===== src/rtl/heap_sort_engine_assert.svh =====
// ----------------------------------------------------------------------------
// Heap sort engine assertion macros
// Concurrent assertion wrappers; compiled out when ASSERT_OFF is defined.
// ----------------------------------------------------------------------------
`ifndef HEAP_SORT_ENGINE_ASSERT_SVH
`define HEAP_SORT_ENGINE_ASSERT_SVH
`ifndef ASSERT_OFF
// checked only while out of reset
`define HSE_ASSERT(lbl, clk, rst_n, prop, msg) \
  lbl: assert property (@(posedge clk) disable iff (!rst_n) prop) else $error(msg);
// checked at every edge, reset included
`define HSE_ASSERT_ALWAYS(lbl, clk, prop, msg) \
  lbl: assert property (@(posedge clk) prop) else $error(msg);
`else
`define HSE_ASSERT(lbl, clk, rst_n, prop, msg)
`define HSE_ASSERT_ALWAYS(lbl, clk, prop, msg)
`endif
`endif


===== src/rtl/hse_pkg.sv =====
// ----------------------------------------------------------------------------
// Heap sort engine package
// Data word type and the compare unit's result struct.
// ----------------------------------------------------------------------------
package hse_pkg;

  localparam int DATA_W = 32;

  typedef logic signed [DATA_W-1:0] word_t;

  // which child wins the sift-down compare; neither set means the node stays
  typedef struct packed {
    logic take_l;
    logic take_r;
  } sel_t;

endpackage


===== src/rtl/hse_store.sv =====
// ----------------------------------------------------------------------------
// Heap sort element store
// One write port, two read ports, registered read data.
// ----------------------------------------------------------------------------
module hse_store
  import hse_pkg::*;
#(
  parameter int DEPTH = 64,
  parameter int AW    = 6
) (
  input  logic          clk,
  input  logic          we,
  input  logic [AW-1:0] waddr,
  input  word_t         wdata,
  input  logic [AW-1:0] raddr_a,
  input  logic [AW-1:0] raddr_b,
  output word_t         rdata_a,
  output word_t         rdata_b
);

  word_t mem [DEPTH];
  word_t rd_a_r;
  word_t rd_b_r;

  always_ff @(posedge clk) begin
    if (we) begin
      mem[waddr] <= wdata;
    end
    rd_a_r <= mem[raddr_a];
    rd_b_r <= mem[raddr_b];
  end

  assign rdata_a = rd_a_r;
  assign rdata_b = rd_b_r;

endmodule


===== src/rtl/hse_cmp.sv =====
// ----------------------------------------------------------------------------
// Heap sort compare unit
// Picks the largest of a node and its in-heap children for one sift step.
// ----------------------------------------------------------------------------
module hse_cmp
  import hse_pkg::*;
#(
  parameter int CW = 8
) (
  input  word_t         node_v,
  input  word_t         left_v,
  input  word_t         right_v,
  input  logic [CW-1:0] left_idx,
  input  logic [CW-1:0] right_idx,
  input  logic [CW-1:0] heap_sz,
  output sel_t          sel
);

  logic l_ok;
  logic r_ok;
  logic l_gt_n;
  logic r_gt_n;
  logic r_gt_l;

  assign l_ok   = left_idx < heap_sz;
  assign r_ok   = right_idx < heap_sz;
  assign l_gt_n = left_v > node_v;
  assign r_gt_n = right_v > node_v;
  assign r_gt_l = right_v > left_v;

  // right wins only if it beats both; ties keep the earlier candidate
  always_comb begin
    sel.take_r = r_ok && r_gt_l && r_gt_n;
    sel.take_l = !sel.take_r && l_ok && l_gt_n;
  end

endmodule


===== src/rtl/heap_sort_engine.sv =====
// ----------------------------------------------------------------------------
// Heap sort engine
// Collects a set of signed words, heap sorts it in place, streams it out.
// ----------------------------------------------------------------------------
// Usage:
//   Input: one beat per cycle while busy is low, taken when start is high.
//   in_value is stored; in_last_item closes the set and starts the sort.
//   Beats past MAX_ITEMS are discarded and flag the whole set as dropped.
//   Sort: heap build, then N-1 extractions, each a sift-down run by one
//   compare unit against a two-read, one-write store. A sift first
//   fetches the node (or root and tail), then descends one heap level per
//   compare step and finally settles the travelling value into the hole;
//   the store's single write port paces each level.
//   Output: N result beats on consecutive cycles, out_valid high for one
//   cycle each, ascending order, out_last_out on the final beat, out_dropped
//   on every beat of an overflowed set. The receiver cannot stall; results
//   must be taken as they come. busy falls as the final beat is shown, so a
//   new set may begin loading during the final output beat.
//   Reset (synchronous, active low) empties the set and idles the block;
//   store contents are not cleared and need not be.
// ----------------------------------------------------------------------------
module heap_sort_engine
  import hse_pkg::*;
#(
  parameter int MAX_ITEMS = 64
) (
  input  logic  clk,
  input  logic  rst_n,
  input  logic  start,
  output logic  busy,
  input  word_t in_value,
  input  logic  in_last_item,
  output logic  out_valid,
  output word_t out_sorted_value,
  output logic  out_last_out,
  output logic  out_dropped
);

`include "heap_sort_engine_assert.svh"

  localparam int NW = $clog2(MAX_ITEMS + 1);  // counts 0..MAX_ITEMS
  localparam int AW = $clog2(MAX_ITEMS);      // store address
  localparam int CW = AW + 2;                 // child index, may run past the store

  // sequencer states
  localparam logic [2:0] S_IDLE = 3'd0;  // loading beats
  localparam logic [2:0] S_INIT = 3'd1;  // set up heap build
  localparam logic [2:0] S_BRD  = 3'd2;  // build: read node
  localparam logic [2:0] S_BLD  = 3'd3;  // build: latch node, read children
  localparam logic [2:0] S_CMP  = 3'd4;  // sift-down level
  localparam logic [2:0] S_XRD  = 3'd5;  // extract: read root and tail
  localparam logic [2:0] S_XSW  = 3'd6;  // extract: root to tail, tail to sift
  localparam logic [2:0] S_EMIT = 3'd7;  // stream results

  logic [2:0]    state_r, state_nxt;
  logic [NW-1:0] count_r, count_nxt;
  logic          ovf_r, ovf_nxt;
  logic [NW-1:0] hs_r, hs_nxt;
  logic [NW-1:0] i_r, i_nxt;        // build: node+1; extract: heap size before swap
  logic [AW-1:0] node_r, node_nxt;  // hole being sifted
  word_t         nv_r, nv_nxt;      // value travelling down
  logic          phase_r, phase_nxt;  // 0 build, 1 extract
  logic [AW-1:0] k_r, k_nxt;
  logic          out_valid_r, out_valid_nxt;
  logic          out_last_r, out_last_nxt;
  logic          out_drop_r, out_drop_nxt;

  // store ports
  logic          we;
  logic [AW-1:0] waddr;
  word_t         wdata;
  logic [AW-1:0] ra;
  logic [AW-1:0] rb;
  word_t         rd_a;
  word_t         rd_b;

  // sift step
  logic [CW-1:0] lc, rc, big_lc, big_rc;
  logic [AW-1:0] big;
  word_t         big_v;
  sel_t          sel;
  logic          sift_done;

  hse_store #(
    .DEPTH (MAX_ITEMS),
    .AW    (AW)
  ) u_store (
    .clk     (clk),
    .we      (we),
    .waddr   (waddr),
    .wdata   (wdata),
    .raddr_a (ra),
    .raddr_b (rb),
    .rdata_a (rd_a),
    .rdata_b (rd_b)
  );

  assign lc = {1'b0, node_r, 1'b1};
  assign rc = lc + CW'(1);

  hse_cmp #(
    .CW (CW)
  ) u_cmp (
    .node_v    (nv_r),
    .left_v    (rd_a),
    .right_v   (rd_b),
    .left_idx  (lc),
    .right_idx (rc),
    .heap_sz   (CW'(hs_r)),
    .sel       (sel)
  );

  assign sift_done = !sel.take_l && !sel.take_r;
  assign big       = sel.take_r ? rc[AW-1:0] : lc[AW-1:0];
  assign big_v     = sel.take_r ? rd_b : rd_a;
  assign big_lc    = {1'b0, big, 1'b1};
  assign big_rc    = big_lc + CW'(1);

  always_comb begin
    state_nxt     = state_r;
    count_nxt     = count_r;
    ovf_nxt       = ovf_r;
    hs_nxt        = hs_r;
    i_nxt         = i_r;
    node_nxt      = node_r;
    nv_nxt        = nv_r;
    phase_nxt     = phase_r;
    k_nxt         = k_r;
    out_valid_nxt = 1'b0;
    out_last_nxt  = 1'b0;
    out_drop_nxt  = out_drop_r;
    we            = 1'b0;
    waddr         = node_r;
    wdata         = nv_r;
    ra            = node_r;
    rb            = node_r;

    case (state_r)
      S_IDLE: begin
        if (start) begin
          if (count_r < NW'(MAX_ITEMS)) begin
            we        = 1'b1;
            waddr     = count_r[AW-1:0];
            wdata     = in_value;
            count_nxt = count_r + NW'(1);
          end else begin
            ovf_nxt = 1'b1;
          end
          if (in_last_item) begin
            state_nxt = S_INIT;
          end
        end
      end

      S_INIT: begin
        hs_nxt    = count_r;
        i_nxt     = count_r >> 1;
        phase_nxt = 1'b0;
        k_nxt     = '0;
        if ((count_r >> 1) == '0) begin
          state_nxt = S_EMIT;  // single element, nothing to order
        end else begin
          node_nxt  = AW'((count_r >> 1) - NW'(1));
          state_nxt = S_BRD;
        end
      end

      S_BRD: begin
        ra        = node_r;
        state_nxt = S_BLD;
      end

      S_BLD: begin
        nv_nxt    = rd_a;
        ra        = lc[AW-1:0];
        rb        = rc[AW-1:0];
        state_nxt = S_CMP;
      end

      S_CMP: begin
        we    = 1'b1;
        waddr = node_r;
        if (sift_done) begin
          wdata = nv_r;  // settle the travelling value into the hole
          if (!phase_r) begin
            if (i_r == NW'(1)) begin
              phase_nxt = 1'b1;
              i_nxt     = count_r;
              state_nxt = S_XRD;
            end else begin
              i_nxt     = i_r - NW'(1);
              node_nxt  = AW'(i_r - NW'(2));
              state_nxt = S_BRD;
            end
          end else begin
            if (i_r == NW'(2)) begin
              k_nxt     = '0;
              state_nxt = S_EMIT;
            end else begin
              i_nxt     = i_r - NW'(1);
              state_nxt = S_XRD;
            end
          end
        end else begin
          // larger child moves up, hole moves down, fetch its children
          wdata    = big_v;
          node_nxt = big;
          ra       = big_lc[AW-1:0];
          rb       = big_rc[AW-1:0];
        end
      end

      S_XRD: begin
        ra        = '0;
        rb        = AW'(i_r - NW'(1));
        state_nxt = S_XSW;
      end

      S_XSW: begin
        we        = 1'b1;
        waddr     = AW'(i_r - NW'(1));
        wdata     = rd_a;
        nv_nxt    = rd_b;
        hs_nxt    = i_r - NW'(1);
        node_nxt  = '0;
        ra        = AW'(1);
        rb        = AW'(2);
        state_nxt = S_CMP;
      end

      S_EMIT: begin
        ra            = k_r;
        out_valid_nxt = 1'b1;
        out_last_nxt  = (NW'(k_r) == count_r - NW'(1));
        out_drop_nxt  = ovf_r;
        k_nxt         = k_r + AW'(1);
        if (NW'(k_r) == count_r - NW'(1)) begin
          count_nxt = '0;
          ovf_nxt   = 1'b0;
          hs_nxt    = '0;
          state_nxt = S_IDLE;
        end
      end

      default: begin
        state_nxt = S_IDLE;
      end
    endcase
  end

  always_ff @(posedge clk) begin
    if (!rst_n) begin
      state_r     <= S_IDLE;
      count_r     <= '0;
      ovf_r       <= 1'b0;
      hs_r        <= '0;
      i_r         <= '0;
      phase_r     <= 1'b0;
      k_r         <= '0;
      out_valid_r <= 1'b0;
      out_last_r  <= 1'b0;
    end else begin
      state_r     <= state_nxt;
      count_r     <= count_nxt;
      ovf_r       <= ovf_nxt;
      hs_r        <= hs_nxt;
      i_r         <= i_nxt;
      phase_r     <= phase_nxt;
      k_r         <= k_nxt;
      out_valid_r <= out_valid_nxt;
      out_last_r  <= out_last_nxt;
    end
  end

  // datapath, no reset needed
  always_ff @(posedge clk) begin
    node_r     <= node_nxt;
    nv_r       <= nv_nxt;
    out_drop_r <= out_drop_nxt;
  end

  assign busy             = (state_r != S_IDLE);
  assign out_valid        = out_valid_r;
  assign out_sorted_value = rd_a;  // store read data lines up with the strobe
  assign out_last_out     = out_last_r;
  assign out_dropped      = out_drop_r;

  // ---- assertions ----
  // a closing beat always starts the sort
  `HSE_ASSERT(a_last_starts_sort, clk, rst_n, (start && !busy && in_last_item) |=> busy, "last beat did not start sort")
  // result beats of one set come back to back
  `HSE_ASSERT(a_emit_contiguous, clk, rst_n, (out_valid && !out_last_out) |=> out_valid, "gap in result stream")
  // last marker only rides on a result beat
  `HSE_ASSERT_ALWAYS(a_last_with_valid, clk, out_last_out |-> out_valid, "last marker without strobe")
  // heap and set bookkeeping stay within the store
  `HSE_ASSERT(a_sizes_in_range, clk, rst_n, (hs_r <= count_r) && (count_r <= NW'(MAX_ITEMS)), "size out of range")

endmodule


===== config.mk =====
export PLATFORM = sky130hd
export DESIGN_NAME = heap_sort_engine
export DESIGN_NICKNAME = d
export VERILOG_FILES = /design/src/rtl/hse_pkg.sv /design/src/rtl/hse_store.sv /design/src/rtl/hse_cmp.sv /design/src/rtl/heap_sort_engine.sv
export VERILOG_INCLUDE_DIRS = /design/src /design/src/rtl
export SDC_FILE = /design/constraint.sdc
export NUM_CORES = 2
export LEC_CHECK = 0
export BUFFER_PORTS_ARGS = -buffer_cell sky130_fd_sc_hd__buf_4
export CAP_MARGIN = 0
export CORE_ASPECT_RATIO = 1.25
export CORE_MARGIN = 2
export CORE_UTILIZATION = 61
export DETAILED_ROUTE_END_ITERATION = 7
export HOLD_SLACK_MARGIN = 0.03
export PLACE_DENSITY = 0.86
export REMOVE_ABC_BUFFERS = 1
export SLEW_MARGIN = 20
export SYNTH_ARGS = -nofsm -noshare
export SYNTH_HDL_FRONTEND = slang
export SYNTH_HIERARCHICAL = 1
export SYNTH_SLANG_ARGS = --single-unit

===== constraint.sdc =====
create_clock -name clk -period 7.06 [get_ports clk]
set_clock_uncertainty 0.1 [all_clocks]
set_input_delay 1.412 -clock clk [delete_from_list [all_inputs] [get_ports clk]]
set_output_delay 1.412 -clock clk [all_outputs]
set_load 0.1 [all_outputs]

==> flow_metrics.env <==
export IMPL_yosysTopAreaCell="edfxtp_1"
export IMPL_grt_pass1_wl_um=506000
export IMPL_rr_endpoint="u_store/rdata_b[26]"
export IMPL_tns_ns=0
export IMPL_detail_route_antenna_nets=0
export IMPL_placed_cell_area_um2=110000
export IMPL_viasPerCell=8.31
export IMPL_rsz0062_at_grt="false"
export IMPL_critical_path_class="register to register"
export IMPL_crit_path_max_fanout=34
export IMPL_syn_area_um2=104000
export IMPL_startpoint_type="register"
export IMPL_yosysSeqAreaShare_pct=62.3
export IMPL_cp_num_buf_inv=4
export IMPL_leakage_nw=38.9
export IMPL_drc=1
export IMPL_die_h_um=465
export IMPL_drt_iter0_drc=13136
export IMPL_grt_busiest_layer="met2"
export IMPL_clk_pin_slew_ns=0.07
export IMPL_vias=67368
export IMPL_yosysUniqueCellTypes=76
export IMPL_drive_gt1_share_pct=36.8
export IMPL_fin_area_um2=117000
export IMPL_nFillCells=9156
export IMPL_clk_latency_ns=0.87
export IMPL_ys_top_cells_by_area="edfxtp_1 (60%), mux4_2 (24%), mux2i_1 (2.1%)"
export IMPL_timing_hold_ws_ns=0.342
export IMPL_start_util_pct=61.3
export IMPL_max_freq_mhz=142
export IMPL_final_period_utilization_pct=99.8
export IMPL_track_usage_pct=41.5
export IMPL_cts_buffer_depth=3
export IMPL_port_buffers=71
export IMPL_period_needed_ns=7.04
export IMPL_grt_use_met3_pct=16.0
export IMPL_min_to="out_dropped"
export IMPL_r2r_setup_slack_ns=0.02
export IMPL_irDropWorstVdd_mv=0.570
export IMPL_synth_area_per_cell_um2=19.2
export IMPL_crit_arrival_ns=7.58
export IMPL_hold_path_depth=0
export IMPL_slew_headroom_pct=22.4
export IMPL_synth_top_flop_cell="edfxtp_1"
export IMPL_power_density_nw_per_um2=555
export IMPL_antenna_found_initial=26
export IMPL_netlist_instances=5399
export IMPL_wl_per_cell_um=44.3
export IMPL_max_stage_delay_ns=0.67
export IMPL_finalHoldViolCount=0
export IMPL_failed_checks="design-rule violations"
export IMPL_cts_sinks=2185
export IMPL_overflow=0
export IMPL_die_w_um=373
export IMPL_grt_max_degree=65
export IMPL_met2_usage_pct=63.0
export IMPL_yosysWarningCount=6
export IMPL_synth_commonest_cells="edfxtp_1 (2087), mux4_2 (1124), mux2i_1 (214), nand2_1 (184), clkbuf_1 (169)"
export IMPL_area_growth_pct=12.9
export IMPL_rr_startpoint="u_store/rdata_a[13]"
export IMPL_routabilityCongestion=0.975
export IMPL_synth_top_area_share_pct=60.4
export IMPL_clock_root_buffer="clkbuf_16"
export IMPL_worst_pin_slew_ns=1.16
export IMPL_die_area_um2=174000
export IMPL_core_rowCount=169
export IMPL_maxCapViolations=0
export IMPL_min_from="ovf_r"
export IMPL_cp_slowest_cell="dfxtp_1"
export IMPL_power_mw=65.0
export IMPL_critPathCaptureType="register"
export IMPL_htreeDepth=4
export IMPL_cts_tree="yes"
export IMPL_ios=72
export IMPL_final_util_pct=69.2
export IMPL_cp_top_family="compound AO/OA/AOI/OAI gates"
export IMPL_min_path_type="register to register"
export IMPL_grt_pass1_vias=68506
export IMPL_async_flop_share_pct=0
export IMPL_crit_required_ns=7.60
export IMPL_cts_buffers=191
export IMPL_status="complete, but fails checks"
export IMPL_drtPass1Iterations=8
export IMPL_wl_um=359000
export IMPL_rr_worst_depth=19
export IMPL_finalMaxSlewViolations=0
export IMPL_yosysMostFrequentCell="edfxtp_1"
export IMPL_worstPathCellList="buf_4 -> ha_1 -> nand4_1 -> nor3_1 -> a21boi_0 -> o41ai_1 -> o211ai_1 -> xor2_1 -> nor4_4 -> or4_1 -> a21oi_1 -> a31o_4 -> buf_12 -> buf_12 -> buf_4 -> mux4_2 -> mux4_2 -> o22ai_2 -> a21oi_1"
export IMPL_finalNetCount=5864
export IMPL_synth_ff_latch_count=2185
export IMPL_grtUsageMet1_pct=47.1
export IMPL_hpwlAfterDp_um=208000
export IMPL_core_area_um2=169000
export IMPL_setup_viol=0
export IMPL_synth_edf_count=2087
placed cells by master (no fill, tap or decap), types with 16 or more instances in the layout:
master,netlist,routed
a221oi_1,16,16
buf_4,58,416
o211ai_1,44,44
nor2_1,154,88
a221o_2,0,32
nor2_4,0,65
nand2_1,184,183
a211oi_1,26,26
nand4_1,22,22
dfxtp_1,98,94
nand3_1,37,36
a22oi_1,89,89
o22ai_1,59,51
clkbuf_1,169,41
o21ai_1,37,36
inv_1,87,87
o21ai_0,69,67
buf_12,0,100
a22o_1,32,32
nor2b_1,27,24
o221ai_1,17,16
nand2b_1,17,16
nor3_1,21,19
xnor2_1,18,17
clkinv_1,1,25
a21oi_1,135,132
mux4_2,1124,1124
mux2i_1,214,214
clkinv_2,0,30
edfxtp_1,2087,2087
mux2_2,69,69
bufinv_16,0,32
clkbuf_16,0,196
ha_1,122,122
area by class of cell:
cell class	instances	area (um2)	share of cell area, %
well taps	2223	2780	2.37
flip-flops and latches	2185	64600	55.1
multi-input cells	2722	37600	32.1
clock inverters	114	1490	1.27
clock buffers	248	5210	4.44
repair buffers	516	5120	4.37
inverters	90	338	0.288
diodes	13	32.5	0.0278
worst max-delay path by stage:
| stage | start | endpoint | depth (start not counted) |
|---|---|---|---|
| floorplan | u_store/rdata_a[13] | u_store/rdata_a[17] | 17 |
| global placement | node_r[0] | u_store/rdata_b[19] | 18 |
| detailed placement | u_store/rdata_a[19] | u_store/rdata_b[19] | 19 |
| CTS | node_r[0] | u_store/rdata_b[26] | 19 |
| global route | node_r[0] | u_store/rdata_b[8] | 19 |
| finish | u_store/rdata_a[13] | u_store/rdata_b[26] | 19 |
cell families after synthesis:
family | after synthesis | synth area share (%)
DFF | 2185 | 62.3
adders and majority gates | 122 | 1.47
and+or+nand+nor | 520 | 2.33
AOI/OAI and AO/OA | 638 | 4.20
buffers and inverters | 494 | 2.27
muxes | 1407 | 27.2
other | 2 | 0.00723
xor gates and xnor gates | 31 | 0.276
power by group:
group | internal [mW] | leakage (nW) | switching (mW)
Combinational | 13.6 | 16.0 | 21.6
Sequential | 17.5 | 19.7 | 0.897
Clock | 6.41 | 3.24 | 5.01
Total | 37.5 | 38.9 | 27.5
sequential cells by signal, indices dropped and copies added, names as in the netlist:
name / cells
node_r: 6
out_last_out: 1
i_r: 7
hs_r: 7
out_dropped: 1
u_store/rdata_a: 32
phase_r: 1
k_r: 6
out_valid: 1
count_r: 7
u_store/rdata_b: 32
ovf_r: 1
state_r: 3
u_store/mem: 2048
nv_r: 32
metrics by stage:
stage | worst slack (ns) | std cells
floorplan | -43.07 | 4997
global route | 0.0253 | 8099
detailed placement | -0.143 | 7728
finish | 0.0150 | 8111
global placement | -0.0990 | 7728
CTS | 0.0122 | 8090
metal layers:
| metal | wire length, um | part of all wire [%] |
|---|---|---|
| met1 | 98000 | 27 |
| met2 | 161000 | 45 |
| met3 | 61200 | 17 |
| met4 | 38900 | 11 |
| met5 | 184 | 0.051 |
repair_timing:
| action | in CTS | in global routing |
|---|---|---|
| gates resized for setup | 6 | 9 |
| hold buffers | 0 | 0 |
| setup buffers | 0 | 8 |
| endpoints found under the hold margin | 0 | 0 |
| endpoints found under the setup margin | 6 | 31 |
Power figures use the tool's default switching activity.
